**src/sv/utpm_pkg.sv**
```systemverilog
`default_nettype none

package utpm_pkg;

    localparam int MAX_DIM_DEF   = 64;
    localparam int DATA_BITS_DEF = 16;

    localparam int CFG_W     = 7;
    localparam int CFG_IDX_W = 2;
    localparam int ADDR_W    = 12;
    localparam int IDX_W     = 6;
    localparam int VALUE_W   = 16;
    localparam int SUM_W     = 40;
    localparam int OP_W      = 2;

    localparam logic [CFG_W-1:0] DIM_RESET = 7'd64;

    localparam logic [OP_W-1:0] OP_LOAD_A = 2'd0;
    localparam logic [OP_W-1:0] OP_LOAD_B = 2'd1;
    localparam logic [OP_W-1:0] OP_QUERY  = 2'd2;

    localparam logic [CFG_IDX_W-1:0] REG_ROWS_M  = 2'd0;
    localparam logic [CFG_IDX_W-1:0] REG_COLS_N  = 2'd1;
    localparam logic [CFG_IDX_W-1:0] REG_DEPTH_K = 2'd2;

    typedef struct packed {
        logic valid;
        logic first;
        logic last;
    } t_mac_ctl;

endpackage

`default_nettype wire

```
**src/sv/utpm_mac.sv**
```systemverilog
`default_nettype none

module utpm_mac #(
    parameter int ELEM_W = 16
) (
    input  wire                       i_clk,
    input  wire                       i_rst_n,
    input  utpm_pkg::t_mac_ctl        i_ctl,
    input  wire [ELEM_W-1:0]          i_a,
    input  wire [ELEM_W-1:0]          i_b,
    output logic                      o_fin,
    output logic [utpm_pkg::SUM_W-1:0] o_sum
);
    import utpm_pkg::*;

    localparam int PROD_W = 2 * ELEM_W;

    t_mac_ctl                   r_ctl_d1;
    t_mac_ctl                   r_ctl_d2;
    logic signed [PROD_W-1:0]   r_prod;
    logic [SUM_W-1:0]           r_acc;
    logic [SUM_W-1:0]           prod_ext;
    logic [SUM_W-1:0]           n_acc;

    always_ff @(posedge i_clk) begin
        if (!i_rst_n) begin
            r_ctl_d1 <= '0;
            r_ctl_d2 <= '0;
        end else begin
            r_ctl_d1 <= i_ctl;
            r_ctl_d2 <= r_ctl_d1;
        end
    end

    always_ff @(posedge i_clk) begin
        r_prod <= $signed(i_a) * $signed(i_b);
    end

    assign prod_ext = SUM_W'(r_prod);
    assign n_acc    = r_ctl_d2.first ? prod_ext : r_acc + prod_ext;

    always_ff @(posedge i_clk) begin
        if (r_ctl_d2.valid) begin
            r_acc <= n_acc;
        end
    end

    assign o_fin = r_ctl_d2.valid & r_ctl_d2.last;
    assign o_sum = n_acc;

    a_first_needs_valid: assert property (@(posedge i_clk) disable iff (!i_rst_n)
        r_ctl_d2.last && !r_ctl_d2.valid |-> !o_fin)
        else $error("finish flagged without a valid term");

    a_ctl_delay: assert property (@(posedge i_clk) disable iff (!i_rst_n)
        i_ctl.valid && i_ctl.last |=> ##1 o_fin)
        else $error("finish did not follow the last term by two cycles");

    a_first_after_gap: assert property (@(posedge i_clk) disable iff (!i_rst_n)
        !r_ctl_d1.valid && i_ctl.valid |-> i_ctl.first)
        else $error("a new sum did not start with its first term");

endmodule

`default_nettype wire

```
**config.mk**
```make
export PLATFORM = sky130hd
export DESIGN_NAME = utpm_mac
export DESIGN_NICKNAME = d
export VERILOG_FILES = /design/src/sv/utpm_pkg.sv /design/src/sv/utpm_mac.sv
export SDC_FILE = /design/constraint.sdc
export NUM_CORES = 1
export LEC_CHECK = 0
export BUFFER_PORTS_ARGS = -buffer_cell sky130_fd_sc_hd__buf_2
export CAP_MARGIN = 20
export CORE_UTILIZATION = 50
export CTS_CLUSTER_DIAMETER = 30
export DETAILED_ROUTE_END_ITERATION = 8
export PLACE_DENSITY = 0.68
export SETUP_SLACK_MARGIN = 0.2
export SLEW_MARGIN = 20
export SYNTH_ARGS = -nofsm -noshare
export SYNTH_HDL_FRONTEND = slang
export SYNTH_SLANG_ARGS = --single-unit
```
**constraint.sdc**
```tcl
create_clock -name i_clk -period 6.9 [get_ports i_clk]
set_clock_uncertainty 0.1 [all_clocks]
set_input_delay 0.69 -clock i_clk [delete_from_list [all_inputs] [get_ports i_clk]]
set_output_delay 0.69 -clock i_clk [all_outputs]
set_load 0.02 [all_outputs]
```
==> results_dict.tcl <==
set metrics [dict create \
    cts-root-to-sink-buffers 2 \
    synth_enable_flop_cells 40 \
    wire_per_inst_um 16.55 \
    grt.total_usage 0.2377 \
    worst-endpoint-required_ns 7.04 \
    floorplan.die_area_um2 29060 \
    die_y_um 170.5 \
    synth_top_family_by_area "adder cells" \
    critPathArrivalTime_ns 6.58 \
    max_slew_margin 0.2920 \
    drt_iter0_drc 600 \
    io-pin-count 78 \
    drc 0 \
    cp_num_cells 22 \
    coreArea_um2 27860 \
    drt_wl_total_um 31990 \
    yosysWarningCount 0 \
    hold_buffers 0 \
    syn_to_final_growth_pct 7.212 \
    floorplan.initialDensity 0.5094 \
    detailed_placer_s_ending_hpwl_um 25800 \
    synth_compound_area_frac 0.1035 \
    number_of_instances_on_the_worst_hold_path 1 \
    reg2reg_setup_slack_ns 3.21 \
    synthMuxAreaShare 0.003086 \
    path_class "in2reg" \
    path_buf_inv 5 \
    cts_repair_resize_count 0 \
    timing.final.setup_violations 0 \
    clock_latency_ns 0.34 \
    critPathTopFamily "adder cells" \
    post_synth_instance_area_um2 14190 \
    drtPass1Iterations 5 \
    outcome "completed" \
    grt_first_pass_wirelength_um 53900 \
    n_fill_cell 2524 \
    syn_area_per_cell_um2 9.411 \
    synthArstFlopShare 0 \
    setup_tns_ns 0 \
    clock_sink_count 78 \
    drv.max_cap_violation_count 0 \
    grt_remaining_overflow 0 \
    gpl.final_weighted_congestion 0.8466 \
    min_period_ns 6.446 \
    die_width_um 170.5 \
    gr-usage-met2 0.4348 \
    final_common_cell "sky130_fd_sc_hd__inv_1" \
    final_cell_mix "sky130_fd_sc_hd__inv_1 (291), sky130_fd_sc_hd__fa_1 (262), sky130_fd_sc_hd__nand2_1 (171), sky130_fd_sc_hd__and2_1 (135), sky130_fd_sc_hd__ha_1 (121)" \
    yosys.cell_types.count 59 \
    vias 10340 \
    first_global_vias 11010 \
    layout_worst_path_cycle_share 0.9342 \
    global_route.usage.met1 0.2979 \
    buffers_inserted_during_post_cts_setup_optimization 0 \
    synth_simple_gate_area_frac 0.1474 \
    grt_use_met3 0.02651 \
    syn-num-nets 1929 \
    reg2reg_depth 10 \
    timing_hold_violations_final 0 \
    syn_inst 1508 \
    final_stage_net_count 1972 \
    synth.ff_latch_count 78 \
    routed_via_density 5.350 \
    root_buf_cell "sky130_fd_sc_hd__clkbuf_16" \
    grt.busiest_layer "met2" \
    final-max-slew-violation-count 0 \
    numPortBuffers 77 \
    post_route_cells_drive_above_1_share 0.06945 \
    worstPathCellList "buf_2, and2_1, fa_1, inv_1, fa_1, fa_1, inv_1, fa_1, fa_1, inv_1, fa_1, inv_1, ha_1, a21o_1, a21oi_1, o21ai_0, a21oi_1, a32oi_1, a2111o_1, a21o_1, a21oi_1, xnor2_1" \
    clkSlewWorstSetupHoldPaths_ns 0.05 \
    cts_tree "yes" \
    synth-seq-area-share 0.1382 \
    antenna_cells 0 \
    tightest_slew_ns 1.062 \
    numCtsBuffers 9 \
    synth_xor_area_frac 0.04012 \
    unrepaired_setup_endpoints_after_global_routing "no" \
    fmax_ghz 0.1551 \
    number_of_levels_the_h_tree_was_split_into 3 \
    dominantRegCellSynth "sky130_fd_sc_hd__edfxtp_1" \
    worstPathMaxFanout 16 \
    antenna_violating_nets_post_route 0 \
    cpPeakStageDelay_ns 0.53 \
    endpoint_kind "register" \
    largest_net_degree_at_the_start_of_global_routing 82 \
    synth-adder-area-share 0.4777 \
    row_count 61 \
    antenna_found_initial 0 \
    critical_path.startpoint_type "input pin" \
    hold_path_class "reg2reg" \
    critical-path-slowest-cell "sky130_fd_sc_hd__fa_1" \
    worst_path_most_repeated_cell "sky130_fd_sc_hd__fa_1" \
]
## logic make-up (layout without fill, tap and decap cells)
family,after synthesis,count (layout)
AND/OR/NAND/NOR,414,414
adder cells (fa/ha/maj),384,384
buffers and inverters,340,387
AO/OA/AOI/OAI,223,223
flip-flops,78,78
XOR/XNOR,65,65
multiplexers,4,4
## per-layer routing
layer / share of wire / routed length (um) / vias up
li1: - / - / 4849
met5: 0 / 0 / -
met2: 0.51 / 16430 / 239
met1: 0.43 / 13730 / 5220
met3: 0.038 / 1220 / 34
met4: 0.019 / 612 / 0
## path summary, 6_finish.rpt
kind / from / to
max: i_b[4] / r_prod[30]$_DFF_P_
min reg2reg: r_ctl_d1[2]$_SDFF_PN0_ / r_ctl_d2[2]$_SDFF_PN0_
min: r_ctl_d1[2]$_SDFF_PN0_ / r_ctl_d2[2]$_SDFF_PN0_
max reg2reg: r_acc[1]$_DFFE_PP_ / r_acc[39]$_DFFE_PP_
## worst register-to-register path, stage by stage, from the launching register on
cell	delay (ns)
sky130_fd_sc_hd__edfxtp_1	0.42
sky130_fd_sc_hd__ha_1	0.30
sky130_fd_sc_hd__a21oi_1	0.22
sky130_fd_sc_hd__o22ai_1	0.15
sky130_fd_sc_hd__o31a_1	0.32
sky130_fd_sc_hd__a311o_1	0.47
sky130_fd_sc_hd__a41oi_1	0.54
sky130_fd_sc_hd__o31ai_1	0.23
sky130_fd_sc_hd__a221oi_1	0.38
sky130_fd_sc_hd__a21oi_1	0.06
sky130_fd_sc_hd__nand4b_1	0.23
## sequential cells by signal (all words and copies together) (netlist names)
name and cells:
r_prod 32, r_ctl_d1 3, r_acc 40, r_ctl_d2 3
## final cells by class
class | instances | area [um^2] | share of cell area
tap | 378 | 473.0 | 0.03109
multi-input combinational | 1090 | 10960 | 0.7201
sequential | 78 | 1964 | 0.1291
inverter | 291 | 1092 | 0.07179
timing repair buffer | 81 | 415.4 | 0.02730
clock buffer | 11 | 242.7 | 0.01595
clock inverter | 4 | 71.32 | 0.004687
## through the flow
stage                     std cells    util  cell area (um^2)  worst slack [ns]  hold WS [ns]
after global placement         1918  0.5348             14900            0.1867        0.3159
final                          1933  0.5461             15210            0.4543        0.3315
after global routing           1933  0.5461             15210            0.2440        0.3425
after detailed placement       1918  0.5348             14900            0.1232        0.3263
after floorplan                1508       -             14190            0.4850        0.3118
after CTS                      1933  0.5461             15210            0.4626        0.3370
## synth_stat cells, types with 4 or more instances
cell / n / area (um^2)
sky130_fd_sc_hd__or3_1: 5 / 31.28
sky130_fd_sc_hd__nor2b_1: 7 / 43.79
sky130_fd_sc_hd__nor2_1: 37 / 138.9
sky130_fd_sc_hd__nor3_1: 8 / 40.04
sky130_fd_sc_hd__o21a_1: 13 / 97.59
sky130_fd_sc_hd__nand3_1: 6 / 30.03
sky130_fd_sc_hd__xor2_1: 29 / 254.0
sky130_fd_sc_hd__o21bai_1: 4 / 30.03
sky130_fd_sc_hd__nand4_1: 5 / 31.28
sky130_fd_sc_hd__and2_1: 135 / 844.6
sky130_fd_sc_hd__clkbuf_1: 49 / 183.9
sky130_fd_sc_hd__o31a_1: 4 / 35.03
sky130_fd_sc_hd__o21ai_0: 60 / 300.3
sky130_fd_sc_hd__a31oi_1: 10 / 62.56
sky130_fd_sc_hd__a211oi_1: 9 / 67.56
sky130_fd_sc_hd__fa_1: 263 / 5265
sky130_fd_sc_hd__edfxtp_1: 40 / 1201
sky130_fd_sc_hd__a221o_1: 4 / 40.04
sky130_fd_sc_hd__ha_1: 121 / 1514
sky130_fd_sc_hd__nor4b_1: 5 / 43.79
sky130_fd_sc_hd__a21o_1: 36 / 270.3
sky130_fd_sc_hd__xnor2_1: 36 / 315.3
sky130_fd_sc_hd__a211o_1: 5 / 43.79
sky130_fd_sc_hd__and3_1: 14 / 87.58
sky130_fd_sc_hd__a21oi_1: 43 / 215.2
sky130_fd_sc_hd__o211ai_1: 4 / 30.03
sky130_fd_sc_hd__nand2b_1: 9 / 56.30
sky130_fd_sc_hd__nand2_1: 171 / 641.9
sky130_fd_sc_hd__dfxtp_1: 38 / 760.7
sky130_fd_sc_hd__inv_1: 291 / 1092
Power is not shown: default switching activity piles up to over one toggle a cycle in this logic, so the estimate is an artifact.
