## src/sv/utpm_pkg.sv

```systemverilog
`default_nettype none

package utpm_pkg;

    localparam int MAX_DIM_DEF   = 64;
    localparam int DATA_BITS_DEF = 16;

    localparam int CFG_W     = 7;
    localparam int CFG_IDX_W = 2;
    localparam int ADDR_W    = 12;
    localparam int IDX_W     = 6;
    localparam int VALUE_W   = 16;
    localparam int SUM_W     = 40;
    localparam int OP_W      = 2;

    localparam logic [CFG_W-1:0] DIM_RESET = 7'd64;

    localparam logic [OP_W-1:0] OP_LOAD_A = 2'd0;
    localparam logic [OP_W-1:0] OP_LOAD_B = 2'd1;
    localparam logic [OP_W-1:0] OP_QUERY  = 2'd2;

    localparam logic [CFG_IDX_W-1:0] REG_ROWS_M  = 2'd0;
    localparam logic [CFG_IDX_W-1:0] REG_COLS_N  = 2'd1;
    localparam logic [CFG_IDX_W-1:0] REG_DEPTH_K = 2'd2;

    typedef struct packed {
        logic valid;
        logic first;
        logic last;
    } t_mac_ctl;

endpackage

`default_nettype wire

```

## src/sv/utpm_ctrl.sv

```systemverilog
`default_nettype none

module utpm_ctrl #(
    parameter int MAX_DIM = 64
) (
    input  wire                            i_clk,
    input  wire                            i_rst_n,
    input  wire                            i_cfg_we,
    input  wire [utpm_pkg::CFG_IDX_W-1:0]  i_cfg_idx,
    input  wire [utpm_pkg::CFG_W-1:0]      i_cfg_data,
    input  wire                            i_query,
    input  wire [utpm_pkg::IDX_W-1:0]      i_row,
    input  wire [utpm_pkg::IDX_W-1:0]      i_col,
    input  wire                            i_fin,
    output logic                           o_busy,
    output logic                           o_miss,
    output utpm_pkg::t_mac_ctl             o_ctl,
    output logic [utpm_pkg::ADDR_W-1:0]    o_a_addr,
    output logic [utpm_pkg::ADDR_W-1:0]    o_b_addr
);
    import utpm_pkg::*;

    localparam logic [1:0] ST_IDLE  = 2'd0;
    localparam logic [1:0] ST_RUN   = 2'd1;
    localparam logic [1:0] ST_DRAIN = 2'd2;

    localparam logic [8:0] MAX_LIM = 9'(MAX_DIM);

    logic [1:0]         r_state;
    logic [1:0]         n_state;
    logic [CFG_W-1:0]   r_rows;
    logic [CFG_W-1:0]   r_cols;
    logic [CFG_W-1:0]   r_depth;
    logic [CFG_W-1:0]   cfg_clamped;
    logic [IDX_W-1:0]   r_k;
    logic [IDX_W-1:0]   n_k;
    logic [IDX_W-1:0]   r_last;
    logic [IDX_W-1:0]   n_last;
    logic [ADDR_W-1:0]  r_a_ptr;
    logic [ADDR_W-1:0]  n_a_ptr;
    logic [ADDR_W-1:0]  r_b_ptr;
    logic [ADDR_W-1:0]  n_b_ptr;
    logic [CFG_W-1:0]   depth_m1;
    logic               in_range;

    always_comb begin
        cfg_clamped = i_cfg_data;
        if (i_cfg_data == '0) begin
            cfg_clamped = CFG_W'(1);
        end else if ({2'b00, i_cfg_data} > MAX_LIM) begin
            cfg_clamped = CFG_W'(MAX_DIM);
        end
    end

    always_ff @(posedge i_clk) begin
        if (!i_rst_n) begin
            r_rows  <= DIM_RESET;
            r_cols  <= DIM_RESET;
            r_depth <= DIM_RESET;
        end else if (i_cfg_we) begin
            case (i_cfg_idx)
                REG_ROWS_M:  r_rows  <= cfg_clamped;
                REG_COLS_N:  r_cols  <= cfg_clamped;
                REG_DEPTH_K: r_depth <= cfg_clamped;
                default: ;
            endcase
        end
    end

    assign in_range = ({1'b0, i_row} < r_rows) && ({1'b0, i_col} < r_cols);
    assign depth_m1 = r_depth - CFG_W'(1);
    assign o_miss   = i_query && !in_range;

    always_comb begin
        n_state = r_state;
        n_k     = r_k;
        n_last  = r_last;
        n_a_ptr = r_a_ptr;
        n_b_ptr = r_b_ptr;
        case (r_state)
            ST_IDLE: begin
                if (i_query && in_range) begin
                    n_state = ST_RUN;
                    n_k     = '0;
                    n_last  = ({1'b0, i_col} < depth_m1) ? i_col : depth_m1[IDX_W-1:0];
                    n_a_ptr = ADDR_W'(i_row * r_depth);
                    n_b_ptr = ADDR_W'(i_col);
                end
            end
            ST_RUN: begin
                n_k     = r_k + IDX_W'(1);
                n_a_ptr = r_a_ptr + ADDR_W'(1);
                n_b_ptr = r_b_ptr + ADDR_W'(r_cols) - ADDR_W'(r_k) - ADDR_W'(1);
                if (r_k == r_last) begin
                    n_state = ST_DRAIN;
                end
            end
            ST_DRAIN: begin
                if (i_fin) begin
                    n_state = ST_IDLE;
                end
            end
            default: n_state = ST_IDLE;
        endcase
    end

    always_ff @(posedge i_clk) begin
        if (!i_rst_n) begin
            r_state <= ST_IDLE;
        end else begin
            r_state <= n_state;
        end
    end

    always_ff @(posedge i_clk) begin
        r_k     <= n_k;
        r_last  <= n_last;
        r_a_ptr <= n_a_ptr;
        r_b_ptr <= n_b_ptr;
    end

    assign o_busy      = (r_state != ST_IDLE);
    assign o_ctl.valid = (r_state == ST_RUN);
    assign o_ctl.first = (r_k == '0);
    assign o_ctl.last  = (r_k == r_last);
    assign o_a_addr    = r_a_ptr;
    assign o_b_addr    = r_b_ptr;

    a_k_bound: assert property (@(posedge i_clk) disable iff (!i_rst_n)
        r_state == ST_RUN |-> r_k <= r_last)
        else $error("inner index ran past its last term");

    a_run_to_drain: assert property (@(posedge i_clk) disable iff (!i_rst_n)
        r_state == ST_RUN && r_k == r_last |=> r_state == ST_DRAIN)
        else $error("sequencer did not stop issuing after the last term");

    a_fin_in_drain: assert property (@(posedge i_clk) disable iff (!i_rst_n)
        i_fin |-> r_state == ST_DRAIN)
        else $error("sum finished outside the drain phase");

    a_query_busy: assert property (@(posedge i_clk) disable iff (!i_rst_n)
        i_query && in_range && r_state == ST_IDLE |=> o_busy)
        else $error("in-range query did not make the block busy");

endmodule

`default_nettype wire

```

## config.mk

```make
export PLATFORM = sky130hd
export DESIGN_NAME = utpm_ctrl
export DESIGN_NICKNAME = d
export VERILOG_FILES = /design/src/sv/utpm_pkg.sv /design/src/sv/utpm_ctrl.sv
export SDC_FILE = /design/constraint.sdc
export NUM_CORES = 1
export LEC_CHECK = 0
export BUFFER_PORTS_ARGS = -buffer_cell sky130_fd_sc_hd__buf_2
export CAP_MARGIN = 10
export CORE_MARGIN = 4
export CORE_UTILIZATION = 50
export CTS_BUF_LIST = sky130_fd_sc_hd__clkbuf_16
export DETAILED_ROUTE_END_ITERATION = 16
export PLACE_DENSITY_LB_ADDON = 0.05
export SETUP_SLACK_MARGIN = 0.3
export SLEW_MARGIN = 20
export SYNTH_ARGS = -nofsm -noshare
export SYNTH_HDL_FRONTEND = slang
export SYNTH_SLANG_ARGS = --single-unit
```

## constraint.sdc

```tcl
create_clock -name i_clk -period 5.5 [get_ports i_clk]
set_clock_uncertainty 0.15 [all_clocks]
set_input_delay 0.55 -clock i_clk [delete_from_list [all_inputs] [get_ports i_clk]]
set_output_delay 0.55 -clock i_clk [all_outputs]
set_load 0.02 [all_outputs]
```

==> flow_summary.ini, run 1 <==
[status]
status = completed

[placed_design]
dp_slack_ps = 1240
routabilityCongestion = 0.826
port_buffers = 54
hpwl_um = 8370
placed_area_um2 = 5380

[clock_network]
cts_tree = done
clock_path_buffers = 2
cts_sinks = 59
cts-resized-gates = 0
cts-root-buf = clkbuf_16
postCtsHoldBufs = 0
clk_pin_slew_worst_paths_ps = 50
clk-insertion-delay-late_ps = 320
post_cts_buffers = 0
cts_made_buffers = 9
h-tree-depth = 3

[setup_path]
critPathMaxFanout = 11
cpMaxStageDelayCell = dfxtp_1
r2r-start = r_depth[0]$_SDFFE_PN0P_
worstPathRequired_ps = 5390
crit_path_frequent_cell = fa_1
cp-start-kind = register
critPathArrivalTime_ps = 4010
crit_chain = nand2_1 -> fa_1 -> fa_1 -> fa_1 -> inv_1 -> ha_1 -> a211oi_1 -> o21ai_0 -> a31oi_1 -> xnor2_1 -> nor2_1 -> a21oi_1
critPathTopFamily = adder cells
critPathMaxStageDelay_ps = 560
reg2reg_depth = 12
cp-end-kind = register
cp_num_buf_inv = 1
r2r_slack_ps = 1380
rr_endpoint = o_a_addr[11]$_DFFE_PP_
crit_type = register to register

[synthesis]
yosysUniqueCellTypes = 46
syn_area_um2 = 4990
seq_area_frac_synth_pct = 30.9
syn_area_per_cell_um2 = 8.91
ys_async_sr_fraction_pct = 0
synth_warnings = 0
synth_area_leaders = edfxtp_1, ha_1, fa_1
syn-num-nets = 663
synth_top_area_share_pct = 21.7
netlist_top_cells_count = inv_1, nand2_1, ha_1
synth_top_area_cell = edfxtp_1
synth_edf_count = 36
yosys.cell_count.top_type = inv_1
ys_ff_latch = 59
synth_flop_cell = edfxtp_1
syn_inst = 560

[route]
drtIter0Drc = 176
via_per_inst = 5.00
wirelength_um = 10500
detail-route-antenna-nets = 0
drc = 0
first_pass_iters = 4
vias = 3728
wire_per_inst_um = 14.1

[floorplanning]
rows = 36
ios = 55
initial_core_util_pct = 51.3
core-area_um2 = 9730
die_w_um = 108
die_y_um = 108
dieArea_um2 = 11600

[grt]
grt_pass1_vias = 3746
grt_pass1_wl_um = 17900
overflow = 0
antenna_found_initial = 0
grtUsageTotal_pct = 19.5
grt_max_degree = 43

[sta]
setup_slack_ps = 1380
slew_headroom_pct = 49.1
rsz0062_at_grt = no
slew_violations = 0
worst_pin_slew_ps = 757
period_needed_ps = 4120
finalSetupViolCount = 0
period_share_pct = 74.8
clock.fmax_mhz = 243
final.setup.tns_ps = 0
finalHoldViolCount = 0

[final_layout]
regArea_um2 = 1540
multi_input_area_um2 = 3120
fin_area_um2 = 5650
n_antenna_cell = 0
drive_above_1_share_pct = 12.7
fin_nets = 711
fill_cells = 878
syn_to_final_growth_pct = 13.2

[power_and_ir_drop]
p_leak_uw = 0.00259
powerDensity_nw_per_um2 = 324
ir_drop_v = 0.000135

[min_path]
min_path_cells = 2
hold_end = r_cols[4]$_SDFFE_PN0P_
hp-start = r_cols[4]$_SDFFE_PN0P_
hold_path_class = register to register

[run]
cap_violations = 0
-- kinds of logic after synthesis --
family | share of synthesized area (%)
compound gates | 10.7
xor+xnor | 6.84
fa+ha+maj | 23.4
buf+inv | 7.02
flops | 30.9
mux | 1.60
simple gates | 19.6
-- report_power, final --
part           leakage, uW  switching (uW)  total (uW)  internal [uW]
Clock             0.000142             200         503            303
Combinational      0.00190             415         701            286
Sequential        0.000553            63.6         630            566
-- worst max-delay path by stage --
stage / to / cells after the start / slack, ps / startpoint
after floorplan: o_a_addr[0]$_DFFE_PP_ / 6 / 1230 / i_col[1]
after global placement: o_a_addr[11]$_DFFE_PP_ / 14 / 1340 / i_row[2]
after detailed placement: o_a_addr[11]$_DFFE_PP_ / 14 / 1240 / i_row[2]
after CTS: o_a_addr[11]$_DFFE_PP_ / 12 / 1380 / r_depth[0]$_SDFFE_PN0P_
after global routing: o_a_addr[11]$_DFFE_PP_ / 12 / 1130 / r_depth[0]$_SDFFE_PN0P_
final: o_a_addr[11]$_DFFE_PP_ / 12 / 1380 / r_depth[0]$_SDFFE_PN0P_
-- area by class of cell --
cell class,count,share of cell area (%)
inverter,71,4.71
clock inverter,7,0.730
multi-input combinational,410,55.2
timing repair buffer,57,5.18
sequential,59,27.3
clock buffer,9,3.98
tap,133,2.94
-- metal layers --
metal	routed length [um]	track usage, %	share of wire, %	up-vias
li1	-	-	-	1959
met1	5020	26.9	48	1708
met2	4990	31.7	48	55
met3	374	3.42	3.6	6
met4	91	5.68	0.87	0
met5	0	0	0	-
-- worst min-delay path: stages, from the launching register on --
cell and delay [ps]:
dfxtp_1 310, nand2_1 50, a21boi_0 60
-- placed cells by master (no fill, tap or decap), drive strengths merged, types with 8 or more instances in the layout --
cell type	synthesis	final
a21oi	23	23
and2	31	31
buf	6	57
clkbuf	14	9
dfxtp	23	23
edfxtp	36	36
fa	27	27
ha	50	50
inv	71	76
mux2i	8	8
nand2	63	63
nand3	16	16
nor2	33	33
nor2b	21	21
nor3	9	9
o21ai	33	33
xnor2	18	18
xor2	21	21
-- flip-flops by register name, indices dropped and copies added, names as in the netlist --
signal / flops
r_state: 2
o_a_addr: 12
r_last: 6
r_rows: 7
r_cols: 7
o_b_addr: 12
r_depth: 7
r_k: 6
-- stage by stage --
| step | total power [uW] | hold WS (ps) | std cells | utilization, % |
|---|---|---|---|---|
| floorplan | 1160 | 293 | 560 | - |
| global placement | 1330 | 305 | 730 | 55.3 |
| detailed placement | 1340 | 310 | 730 | 55.3 |
| CTS | 1850 | 318 | 746 | 58.1 |
| global route | 1970 | 356 | 746 | 58.1 |
| finish | 1830 | 311 | 746 | 58.1 |
Power figures use the tool's default switching activity.
==> run 2: changes to the inputs <==
clock period = 4.2 ns   (was 5.5 ns; I/O delays follow)
==> run 2 against run 1 <==
Count of clock-buffer cells in the layout unchanged. Global-route usage down 0.45 points. Clock power up 35%. Design area up 1.5%. Highest routed layer unchanged. Die area unchanged. Worst setup slack worse by 890 ps. Flip-flop and latch count unchanged. Fmax up 11%.
==> flow_summary.ini, run 2 (same netlist as run 1, synthesis figures left out) <==
[status]
status = completed

[grt]
grtUsageMet1_pct = 26.7
grt_max_degree = 31
grtUsageTotal_pct = 19.1
met2_usage_pct = 31.1
busiest_layer = met2
antenna_found_initial = 0
grt_pass1_vias = 3696
overflow = 0
grt_pass1_wl_um = 17500
gr-usage-met3_pct = 2.88

[setup_path]
path_depth = 14
reg2reg_depth = 14
cp-startpoint = r_depth[3]$_SDFFE_PN0P_
critPathMaxFanout = 8
cp_num_buf_inv = 3
cp-start-kind = register
critPathTopFamily = adder cells
worstPathRequired_ps = 4090
r2r_slack_ps = 500
r2r-start = r_depth[3]$_SDFFE_PN0P_
rr_endpoint = o_a_addr[11]$_DFFE_PP_
cp-end-kind = register
cpMaxStageDelayCell = fa_1
crit_type = register to register
critPathArrivalTime_ps = 3600
critPathMaxStageDelay_ps = 540
crit_chain = nand2_1 -> fa_1 -> inv_1 -> fa_1 -> inv_1 -> fa_1 -> inv_1 -> ha_1 -> o21ai_0 -> nand2b_1 -> a31oi_1 -> xnor2_1 -> nor2_1 -> a21oi_1

[final_layout]
mostFrequentLayoutCell = inv_1
final_cell_mix = inv_1, nand2_1, buf_2, ha_1, edfxtp_1
n_antenna_cell = 0
fin_nets = 718
syn_to_final_growth_pct = 15.0
fill_cells = 898
regArea_um2 = 1550
final_core_util_pct = 59.0
drive_above_1_share_pct = 15.0
multi_input_area_um2 = 3140

[floorplanning]
dieArea_um2 = 11600
ios = 55
rows = 36
die_y_um = 108
die_w_um = 108
core-area_um2 = 9730
initial_core_util_pct = 51.3

[sta]
worst_pin_slew_ps = 828
period_share_pct = 88.2
slew_violations = 0
finalSetupViolCount = 0
rsz0062_at_grt = no
final.setup.tns_ps = 0
slew_headroom_pct = 44.4
period_needed_ps = 3700
finalHoldViolCount = 0
clock.fmax_mhz = 270
holdWs_ps = 215

[clock_network]
cts-root-buf = clkbuf_16
cts_made_buffers = 9
cts_tree = done
clk-insertion-delay-late_ps = 320
h-tree-depth = 3
cts_sinks = 59
clock_path_buffers = 2
clk_pin_slew_worst_paths_ps = 60

[route]
wirelength_um = 10800
drc = 0
drtIter0Drc = 160
via_per_inst = 5.16
detail-route-antenna-nets = 0
vias = 3888
wire_per_inst_um = 14.3
first_pass_iters = 4

[power_and_ir_drop]
powerDensity_nw_per_um2 = 423
p_leak_uw = 0.00263
power_uw = 2430
ir_drop_v = 0.000176

[min_path]
min_path_cells = 3
hp-start = i_query
hold_end = r_state[0]$_SDFFE_PN0P_
hold_path_class = input port to register

[placed_design]
routabilityCongestion = 0.825
port_buffers = 54
hpwl_um = 8590

[run]
cap_violations = 0
[run 2: cell count changes in the layout (fill, tap and decap cells not counted), moves of 2 or more]
cell,change
buf_4,+7
dfxtp_1,-6
dfxtp_2,+5
clkinv_2,-2
clkinv_4,+2
[run 2: worst max path at each step]
| stage | to | slack (ps) |
|---|---|---|
| floorplan | o_a_addr[11]$_DFFE_PP_ | 390 |
| CTS | o_a_addr[11]$_DFFE_PP_ | 310 |
| detailed placement | o_a_addr[11]$_DFFE_PP_ | 140 |
| global placement | o_a_addr[11]$_DFFE_PP_ | 180 |
| finish | o_a_addr[11]$_DFFE_PP_ | 500 |
| global route | o_a_addr[11]$_DFFE_PP_ | 310 |
[run 2: per-stage QoR]
step                setup WS (ps)  cells  cell area [um^2]
finish                        497    753              5740
global route                  308    753              5740
detailed placement            141    737              5430
floorplan                     388    560              5000
CTS                           308    753              5710
global placement              178    737              5430
[run 2: repair_timing]
| item | 4_1_cts | 5_1_grt |
|---|---|---|
| buffers inserted | 0 | 0 |
| endpoints found under the setup margin | 0 | 4 |
| hold buffers | 0 | 0 |
| gates resized for setup | 0 | 11 |
[run 2: tightest hold or removal path, cell delays in order]
cell and delay, ps:
buf_2 110, nand3_1 60, o21ai_1 50
[run 2: cell type report]
cell class | instances | share of cell area, %
multi-input combinational | 410 | 54.6
clock buffer | 9 | 3.92
timing repair buffer | 64 | 6.02
clock inverter | 7 | 0.850
inverter | 71 | 4.64
sequential | 59 | 27.0
tap | 133 | 2.90
[run 2: per-layer routing]
layer	up-vias	share of wire, %
met2	68	47
met3	9	2.8
met4	0	0.97
li1	1967	-
met1	1844	49
met5	-	0
[run 2: power breakdown]
group          internal [uW]  switching (uW)
sequential               741            80.3
clock                    402             276
combinational            378             553
